**src/rtl/i2c_master_bit_engine_macros.svh**
```systemverilog
// Assertion macros for the I2C master bit engine.
`ifndef I2C_MASTER_BIT_ENGINE_MACROS_SVH
`define I2C_MASTER_BIT_ENGINE_MACROS_SVH
`ifndef ASSERT_OFF
// Condition holds at every clock edge outside reset.
`define I2C_ASSERT_ALWAYS(lbl, cond) \
    lbl: assert property (@(posedge clk) disable iff (!rst_n) (cond)) \
        else $error("assertion failed: %m");
// Antecedent implies consequent in the same cycle.
`define I2C_ASSERT_IMPL(lbl, ante, cons) \
    lbl: assert property (@(posedge clk) disable iff (!rst_n) (ante) |-> (cons)) \
        else $error("assertion failed: %m");
// Antecedent implies consequent in the next cycle.
`define I2C_ASSERT_NEXT(lbl, ante, cons) \
    lbl: assert property (@(posedge clk) disable iff (!rst_n) (ante) |=> (cons)) \
        else $error("assertion failed: %m");
`else
`define I2C_ASSERT_ALWAYS(lbl, cond)
`define I2C_ASSERT_IMPL(lbl, ante, cons)
`define I2C_ASSERT_NEXT(lbl, ante, cons)
`endif
`endif

```
**src/rtl/i2cmbe_pkg.sv**
```systemverilog
// Shared types and constants of the I2C master bit engine.
`timescale 1ns / 1ps
package i2cmbe_pkg;

    // Request kind codes; a nonzero kind is also the running operation
    localparam logic [2:0] KIND_TICK = 3'd0;

    typedef enum logic [2:0] {
        OP_IDLE  = 3'd0,
        OP_START = 3'd1,
        OP_STOP  = 3'd2,
        OP_WRITE = 3'd3,
        OP_READ  = 3'd4,
        OP_ACK   = 3'd5,
        OP_NACK  = 3'd6,
        OP_WAIT  = 3'd7
    } op_t;

    // Phase numbers
    localparam logic [4:0] PHASE_FIRST    = 5'd1;
    localparam logic [4:0] PHASE_SECOND   = 5'd2;
    localparam logic [4:0] PHASE_BYTE_END = 5'd16;

    localparam int IN_DATA_W  = 16;
    localparam int IN_USER_W  = 3;
    localparam int OUT_DATA_W = 16;

    // Engine state
    typedef struct packed {
        op_t        op;
        logic [4:0] phase;
        logic [7:0] shift;
        logic       scl;
        logic       sda;
        logic       ack;
    } state_t;

    // One result
    typedef struct packed {
        logic       rej;
        logic       ack;
        logic [7:0] rx;
        logic       done;
        logic       busy;
        logic       sda;
        logic       scl;
    } result_t;

endpackage

```
**src/rtl/i2c_master_bit_engine.sv**
```systemverilog
// Top level of the I2C master bit engine: request register, step logic, result register.
// A request waits in the request register while the result register is full and not taken.
// Throughput: one request per cycle while results are taken; each update is one step-logic pass.
// The input register refills in the same cycle the result register is taken.
// Reset: asynchronous active-low; idle, phase 0, shift 0, SCL/SDA released, ack 1, no results.
`timescale 1ns / 1ps
`include "i2c_master_bit_engine_macros.svh"
module i2c_master_bit_engine
(
    input  logic                                clk,
    input  logic                                rst_n,
    input  logic                                s_axis_tvalid,
    output logic                                s_axis_tready,
    // [7:0] data_byte, [8] sda_level, [15:9] zero
    input  logic [i2cmbe_pkg::IN_DATA_W-1:0]    s_axis_tdata,
    // [2:0] kind
    input  logic [i2cmbe_pkg::IN_USER_W-1:0]    s_axis_tuser,
    output logic                                m_axis_tvalid,
    input  logic                                m_axis_tready,
    // [0] scl_out, [1] sda_out, [2] busy_res, [3] done_res, [11:4] rx_byte,
    // [12] ack_level, [13] rejected, [15:14] zero
    output logic [i2cmbe_pkg::OUT_DATA_W-1:0]   m_axis_tdata
);
    import i2cmbe_pkg::*;

    logic       in_valid_reg;
    logic [2:0] in_kind_reg;
    logic [7:0] in_data_reg;
    logic       in_sda_reg;
    logic       out_valid_reg;
    result_t    out_res_reg;
    state_t     state_reg;
    state_t     state_next;
    result_t    res_next;
    logic       advance;

    // Move a request into the result register when it is free or being taken
    assign advance       = in_valid_reg && (!out_valid_reg || m_axis_tready);
    assign s_axis_tready = !in_valid_reg || advance;

    // Request register
    always_ff @(posedge clk or negedge rst_n)
    begin
        if (!rst_n)
            in_valid_reg <= 1'b0;
        else if (s_axis_tready)
            in_valid_reg <= s_axis_tvalid;
    end

    always_ff @(posedge clk)
    begin
        if (s_axis_tready && s_axis_tvalid)
        begin
            in_kind_reg <= s_axis_tuser;
            in_data_reg <= s_axis_tdata[7:0];
            in_sda_reg  <= s_axis_tdata[8];
        end
    end

    i2cmbe_step u_step
    (
        .state_cur (state_reg),
        .kind      (in_kind_reg),
        .data_byte (in_data_reg),
        .sda_level (in_sda_reg),
        .state_nxt (state_next),
        .result    (res_next)
    );

    // Engine state
    always_ff @(posedge clk or negedge rst_n)
    begin
        if (!rst_n)
        begin
            state_reg.op    <= OP_IDLE;
            state_reg.phase <= 5'd0;
            state_reg.shift <= 8'h00;
            state_reg.scl   <= 1'b1;
            state_reg.sda   <= 1'b1;
            state_reg.ack   <= 1'b1;
        end
        else if (advance)
            state_reg <= state_next;
    end

    // Result register
    always_ff @(posedge clk or negedge rst_n)
    begin
        if (!rst_n)
            out_valid_reg <= 1'b0;
        else if (advance)
            out_valid_reg <= 1'b1;
        else if (m_axis_tready)
            out_valid_reg <= 1'b0;
    end

    always_ff @(posedge clk)
    begin
        if (advance)
            out_res_reg <= res_next;
    end

    assign m_axis_tvalid = out_valid_reg;
    assign m_axis_tdata  = {2'b00, out_res_reg};

    // Checks
    `I2C_ASSERT_IMPL(a_idle_phase_zero, state_reg.op == OP_IDLE, state_reg.phase == 5'd0)
    `I2C_ASSERT_IMPL(a_done_not_rej, out_valid_reg, !(out_res_reg.done && out_res_reg.rej))
    `I2C_ASSERT_NEXT(a_busy_tracks_state, advance, out_res_reg.busy == (state_reg.op != OP_IDLE))
    `I2C_ASSERT_IMPL(a_rx_only_on_done, out_valid_reg && !out_res_reg.done, out_res_reg.rx == 8'h00)

endmodule

```
**src/rtl/i2cmbe_step.sv**
```systemverilog
// Next-state and result logic for one request of the I2C bit engine.
`timescale 1ns / 1ps
module i2cmbe_step
(
    input  i2cmbe_pkg::state_t  state_cur,
    input  logic [2:0]          kind,
    input  logic [7:0]          data_byte,
    input  logic                sda_level,
    output i2cmbe_pkg::state_t  state_nxt,
    output i2cmbe_pkg::result_t result
);
    import i2cmbe_pkg::*;

    logic [4:0] phase_inc;
    logic       done;
    logic       rej;
    logic [7:0] rx;

    assign phase_inc = state_cur.phase + 5'd1;

    // Phase sequencing
    always_comb
    begin
        state_nxt = state_cur;
        done      = 1'b0;
        rej       = 1'b0;
        rx        = 8'h00;
        if (kind == KIND_TICK)
        begin
            if (state_cur.op != OP_IDLE)
            begin
                state_nxt.phase = phase_inc;
                unique case (state_cur.op)
                    OP_START:
                    begin
                        if (phase_inc == PHASE_FIRST)
                            state_nxt.sda = 1'b0;
                        else
                        begin
                            state_nxt.scl = 1'b0;
                            done          = 1'b1;
                        end
                    end
                    OP_STOP:
                    begin
                        if (phase_inc == PHASE_FIRST)
                            state_nxt.scl = 1'b1;
                        else
                        begin
                            state_nxt.sda = 1'b1;
                            done          = 1'b1;
                        end
                    end
                    OP_WRITE:
                    begin
                        if (phase_inc[0])
                            state_nxt.scl = 1'b1;
                        else
                        begin
                            state_nxt.scl = 1'b0;
                            if (phase_inc >= PHASE_BYTE_END)
                                done = 1'b1;
                            else
                            begin
                                state_nxt.shift = {state_cur.shift[6:0], 1'b0};
                                state_nxt.sda   = state_cur.shift[6];
                            end
                        end
                    end
                    OP_READ:
                    begin
                        // sample at the end of SCL high
                        if (phase_inc[0])
                        begin
                            state_nxt.shift = {state_cur.shift[6:0], sda_level};
                            state_nxt.scl   = 1'b0;
                        end
                        else if (phase_inc >= PHASE_BYTE_END)
                            done = 1'b1;
                        else
                            state_nxt.scl = 1'b1;
                    end
                    OP_ACK, OP_NACK:
                    begin
                        if (phase_inc == PHASE_FIRST)
                            state_nxt.scl = 1'b1;
                        else
                        begin
                            state_nxt.scl = 1'b0;
                            done          = 1'b1;
                        end
                    end
                    OP_WAIT:
                    begin
                        if (phase_inc == PHASE_FIRST)
                            state_nxt.scl = 1'b1;
                        else if (phase_inc == PHASE_SECOND)
                        begin
                            state_nxt.ack = sda_level;
                            state_nxt.scl = 1'b0;
                        end
                        else
                            done = 1'b1;
                    end
                    OP_IDLE:
                    begin
                        state_nxt.phase = state_cur.phase;
                    end
                endcase
                if (done)
                begin
                    if (state_cur.op == OP_READ)
                        rx = state_nxt.shift;
                    state_nxt.op    = OP_IDLE;
                    state_nxt.phase = 5'd0;
                end
            end
        end
        else if (state_cur.op != OP_IDLE)
            rej = 1'b1;
        else
        begin
            // Command start: set first line levels
            state_nxt.op    = op_t'(kind);
            state_nxt.phase = 5'd0;
            unique case (op_t'(kind))
                OP_START:
                begin
                    state_nxt.sda = 1'b1;
                    state_nxt.scl = 1'b1;
                end
                OP_STOP:  state_nxt.sda = 1'b0;
                OP_WRITE:
                begin
                    state_nxt.shift = data_byte;
                    state_nxt.sda   = data_byte[7];
                end
                OP_READ:
                begin
                    state_nxt.shift = 8'h00;
                    state_nxt.sda   = 1'b1;
                    state_nxt.scl   = 1'b1;
                end
                OP_ACK:   state_nxt.sda = 1'b0;
                OP_NACK:  state_nxt.sda = 1'b1;
                OP_WAIT:  state_nxt.sda = 1'b1;
                OP_IDLE:  state_nxt.sda = state_cur.sda;
            endcase
        end
    end

    // Result fields
    assign result.scl  = state_nxt.scl;
    assign result.sda  = state_nxt.sda;
    assign result.busy = (state_nxt.op != OP_IDLE);
    assign result.done = done;
    assign result.rx   = rx;
    assign result.ack  = state_nxt.ack;
    assign result.rej  = rej;

endmodule
```
**config.mk**
```make
export PLATFORM = sky130hd
export DESIGN_NAME = i2c_master_bit_engine
export DESIGN_NICKNAME = d
export VERILOG_FILES = /design/src/rtl/i2cmbe_pkg.sv /design/src/rtl/i2c_master_bit_engine.sv /design/src/rtl/i2cmbe_step.sv
export VERILOG_INCLUDE_DIRS = /design/src /design/src/rtl
export SDC_FILE = /design/constraint.sdc
export NUM_CORES = 1
export LEC_CHECK = 0
export BUFFER_PORTS_ARGS = -buffer_cell sky130_fd_sc_hd__buf_2
export CORE_MARGIN = 1.5
export CORE_UTILIZATION = 58
export DETAILED_ROUTE_END_ITERATION = 8
export PLACE_DENSITY = 0.8
export SLEW_MARGIN = 30
export SYNTH_ARGS = -nofsm -noshare
export SYNTH_HDL_FRONTEND = slang
export SYNTH_HIERARCHICAL = 1
export SYNTH_SLANG_ARGS = --single-unit
```
**constraint.sdc**
```tcl
create_clock -name clk -period 3.3 [get_ports clk]
set_clock_uncertainty 0.2 [all_clocks]
set_input_delay 0.66 -clock clk [delete_from_list [all_inputs] [get_ports clk]]
set_output_delay 0.66 -clock clk [all_outputs]
set_load 0.02 [all_outputs]
```
**Word-level counts from Yosys, hierarchy flattened**

Cells that the tools add are included.

- Add/subtract/negate cells: 1
- Reductions and logical operators: 22
- Mux-type cells: 41
- Equality and inequality tests: 19
- Order comparisons: 1

Operators with widths:

| cell | count |
|---|---|
| $mux 18 | 2 |
| $mux 8 | 4 |
| $pmux 8 s2 | 2 |
| $mux 1 | 27 |
| $eq 3x3->1 const B | 8 |
| $mux 19 | 1 |
| $eq 3x2->1 const B | 4 |
| $reduce_and 4->1 | 3 |
| $pmux 1 s3 | 3 |
| $reduce_bool 3->1 | 3 |
| $reduce_or 2->1 | 4 |
| $reduce_or 4->1 | 2 |
| $eq 3x1->1 const B | 2 |
| $logic_not 3->1 | 2 |
| $pmux 1 s6 | 1 |
| $add 5x1->5 const B | 1 |
| $eq 5x1->1 const B | 1 |
| $eq 5x2->1 const B | 1 |
| $ge 5x5->1 const B | 1 |
| $mux 5 | 1 |
| $ne 3x3->1 const B | 1 |
| $logic_and 1x1->1 | 2 |
| $logic_not 1->1 | 2 |
| $logic_or 1x1->1 | 2 |
| 4 further kinds | 4 |

- Bits of input ports: 23
- Output and inout bits: 18
- Bits in registers: 47
- Logic and storage cells: 102

**Logic depth before layout (Yosys ltp)**

- Word-level depth: 11
- Mapped depth: 10
- Gate-level depth less buffers: 8

**By module**

The synthesis kept the hierarchy.

By module, submodules not included:

| module | seq. area each (µm²) | instances | cells an instance | area each (µm²) |
|---|---|---|---|---|
| i2c_master_bit_engine | 1310.0 | 1 | 78 | 1680.4 |
| i2cmbe_step | 0.0 | 1 | 215 | 1276.2 |

**Worst setup path after synthesis**

Ideal clock, no wire load.

- Path type: reg2reg
- Start point: register state_reg[11] in the netlist's numbering
- End point: register state_reg[0] in the netlist's numbering
- Clock period less this slack: 2452 ps
- Required time: 3018 ps
- Cell stages (with the launch flop): 8
- Slack: 848 ps
- Arrival: 2170 ps
- Buffers on the path: 1
- Library setup time: 82 ps
- Path through: dfrtp_1 -> ha_1 -> nor4_2 -> o21ai_1 -> nor4_2 -> mux2_1 -> buf_4 -> mux2_4

RTL lines:

| item | RTL line | source |
|---|---|---|
| from (decl) | i2c_master_bit_engine.sv:32 | `state_t state_reg;` |
| from (signal assigned) | i2c_master_bit_engine.sv:83 | `state_reg <= state_next;` |

==> impl_metrics.toml <==
[outcome]
status = "completed"

[drt]
top_layer = "met4"
vias = 2227
drtAntennaViolNets = 0
route.met3.wl_um = 386
vias_per_cell = 5.92
met2WireLength_mm = 2.70
wl_met1_mm = 2.73
drtPass1Iterations = 5
wl_per_cell_um = 15.6
wl_mm = 5.87
post-route-drc-count = 0
dr.first_iter.drc_count = 276

[power]
finalPower_mw = 2.47
p_leak_nw = 1.33
ir_drop_mv = 0.375
power_density_nw_per_um2 = 773

[cells_and_area]
area_growth_pct = 8.04
largest_reg_flops = 19
nets = 335
final_cell_mix = "buf_2 (31), nand2_1 (28), edfxtp_1 (26), nor2_1 (25), a21oi_1 (22)"
drive_above_1_share_pct = 24.9
final_common_cell = "buf_2"
diodes = 0
finish.instance_area_um2 = 3190

[critical_path]
arrival_ns = 2.75
rr_endpoint = "state_reg[10]$_DFFE_PN0P_"
crit_fanout = 7
rrSetupSlack_ns = 0.54
cp-start-kind = "flop"
reg2reg_depth = 7
critical_path_required_ns = 3.29
r2r-start = "state_reg[12]$_DFFE_PN0P_"
cp-end-kind = "flop"
critPathKind = "flop to flop"

[clock_tree]
path_clk_slew_ns = 0.09
clock_sinks = 47
clkLatencyLatePin_ns = 0.31
hold_buffers = 0
cts_resized = 0
cts_setup_buffers = 0
htree_levels = 2
clockBufferDepth = 2
numCtsBuffers = 5
cts-root-buf = "clkbuf_8"
tritoncts = "done"

[global_routing]
grt_pass1_vias = 1952
grt-ovfl-total = 0
grt_max_degree = 25
grt_pass1_wl_mm = 9.56
grtUsageTotal_pct = 23.2
antenna_found_initial = 0

[floorplanning]
dieArea_um2 = 5530
initial_utilization_pct = 61.4
design.core.area_um2 = 4820
die_width_um = 74.4
num_rows = 25
pin_count = 41
die_h_um = 74.4

[timing]
post-route-period-util_pct = 83.6
drv_slew = 0
fmax_mhz = 363
relSlewSlack_pct = 58.1
finalWorstSetupSlack_ns = 0.542
setup_viol = 0
final_hold_viol_count = 0
worstMarginPinSlew_ns = 0.623
final.min_clock_period_ns = 2.76
rsz0062_at_grt = "no"
fin_tns_setup_ns = 0

[synthesis]
ys_warn_count = 6
synth.distinct_cells = 55
yosysSeqAreaShare_pct = 44.3
synth-seq-cells = 47
netlist_area_um2 = 2960
async_flop_share_pct = 44.7
synth_top_flop_cell = "edfxtp_1"
postSynthAreaPerCell_um2 = 10.1
synth_edf_count = 26
synth_cells = 293

[placement]
globalplace.congestion = 0.924
hpwl_mm = 3.99
detailed_place.area_um2 = 3060
io_buffers = 31
place_ws_ns = 0.642

[job]
cap_violations = 0

[hold_path]
hp-class = "primary input to asynchronous set/reset pin"
-- area by class of cell --
| type | instances | area (um^2) |
|---|---|---|
| well taps | 67 | 83.8 |
| flip-flops and latches | 47 | 1310 |
| clock inverters | 2 | 60.1 |
| fillers | 396 | 1620 |
| inverters | 12 | 45.0 |
| clock buffers | 6 | 72.6 |
| multi-input cells | 206 | 1430 |
| repair buffers | 36 | 193 |
-- routing by layer --
metal / track usage, % / vias to the layer above
li1: - / 1082
met2: 35.0 / 106
met5: 0 / -
met1: 33.5 / 1033
met4: 9.29 / 0
met3: 3.93 / 6
-- synthesized netlist by cell type (2+ instances only) --
cell	count	area share (%)
a31oi_1	4	0.85
clkbuf_1	8	1.0
o21ai_0	16	2.7
edfxtp_1	26	26
mux2_4	20	10
buf_4	8	2.0
nor3_1	5	0.85
and2_1	7	1.5
nor4_1	3	0.63
buf_2	8	1.4
buf_6	4	1.5
o31ai_1	2	0.51
nand4_1	5	1.1
a21oi_1	22	3.7
xor2_1	2	0.59
mux2i_1	6	2.0
a211o_1	2	0.59
ha_1	4	1.7
inv_1	12	1.5
a21oi_2	2	0.59
o211ai_1	3	0.76
a221oi_1	7	2.1
dfstp_2	3	2.7
nand3_1	4	0.68
nand2_1	28	3.6
or3_1	2	0.42
nor2_1	25	3.2
o21ai_1	5	0.85
nor4_2	2	0.85
o221ai_1	2	0.59
dfrtp_1	18	15
and3_1	2	0.42
nand2b_1	4	0.85
-- power breakdown --
part | switching [mW] | internal, mW
Combinational | 0.569 | 0.465
Clock | 0.182 | 0.302
Sequential | 0.179 | 0.770
-- critical path, stage by stage (launching register included) --
cell and delay, ns:
dfrtp_1 0.46, ha_1 0.29, nand3_2 0.16, xor2_1 0.36
a31o_1 0.49, mux2i_1 0.32, a21oi_1 0.10, mux2_4 0.27
-- logic make-up (layout without fill, tap and decap cells) --
logic type | count (synthesis) | after routing | share of synthesized area [%]
buf+inv | 41 | 56 | 7.62
mux | 27 | 27 | 12.6
fa+ha+maj | 4 | 4 | 1.69
other cells | 1 | 2 | 0.127
xor+xnor | 3 | 3 | 0.889
compound gates | 72 | 72 | 15.8
simple gates | 98 | 98 | 17.0
flops | 47 | 47 | 44.3
-- stage by stage --
stage / hold WS [ns] / instances / util, %
6_report: 0.112 / 376 / 66.3
5_1_grt: 0.145 / 376 / 66.3
4_1_cts: 0.132 / 376 / 66.3
3_5_place_dp: 0.308 / 368 / 63.6
3_3_place_gp: 0.292 / 368 / 63.6
2_1_floorplan: 0.164 / 294 / -
-- how the worst max path moves through the flow --
stage                         startpoint                        end  slack, ns  cells after the start
2_1_floorplan  state_reg[11]$_DFFE_PN0P_   state_reg[0]$_DFFE_PN1P_       0.85                      7
3_3_place_gp   state_reg[12]$_DFFE_PN0P_   state_reg[7]$_DFFE_PN0P_       0.63                      7
3_5_place_dp   state_reg[12]$_DFFE_PN0P_  state_reg[10]$_DFFE_PN0P_       0.64                      7
4_1_cts        state_reg[12]$_DFFE_PN0P_   state_reg[6]$_DFFE_PN0P_       0.59                      7
5_1_grt        state_reg[12]$_DFFE_PN0P_   state_reg[8]$_DFFE_PN0P_       0.32                      7
6_report       state_reg[12]$_DFFE_PN0P_  state_reg[10]$_DFFE_PN0P_       0.54                      7
Note: power is estimated with default switching activity, not from simulation.
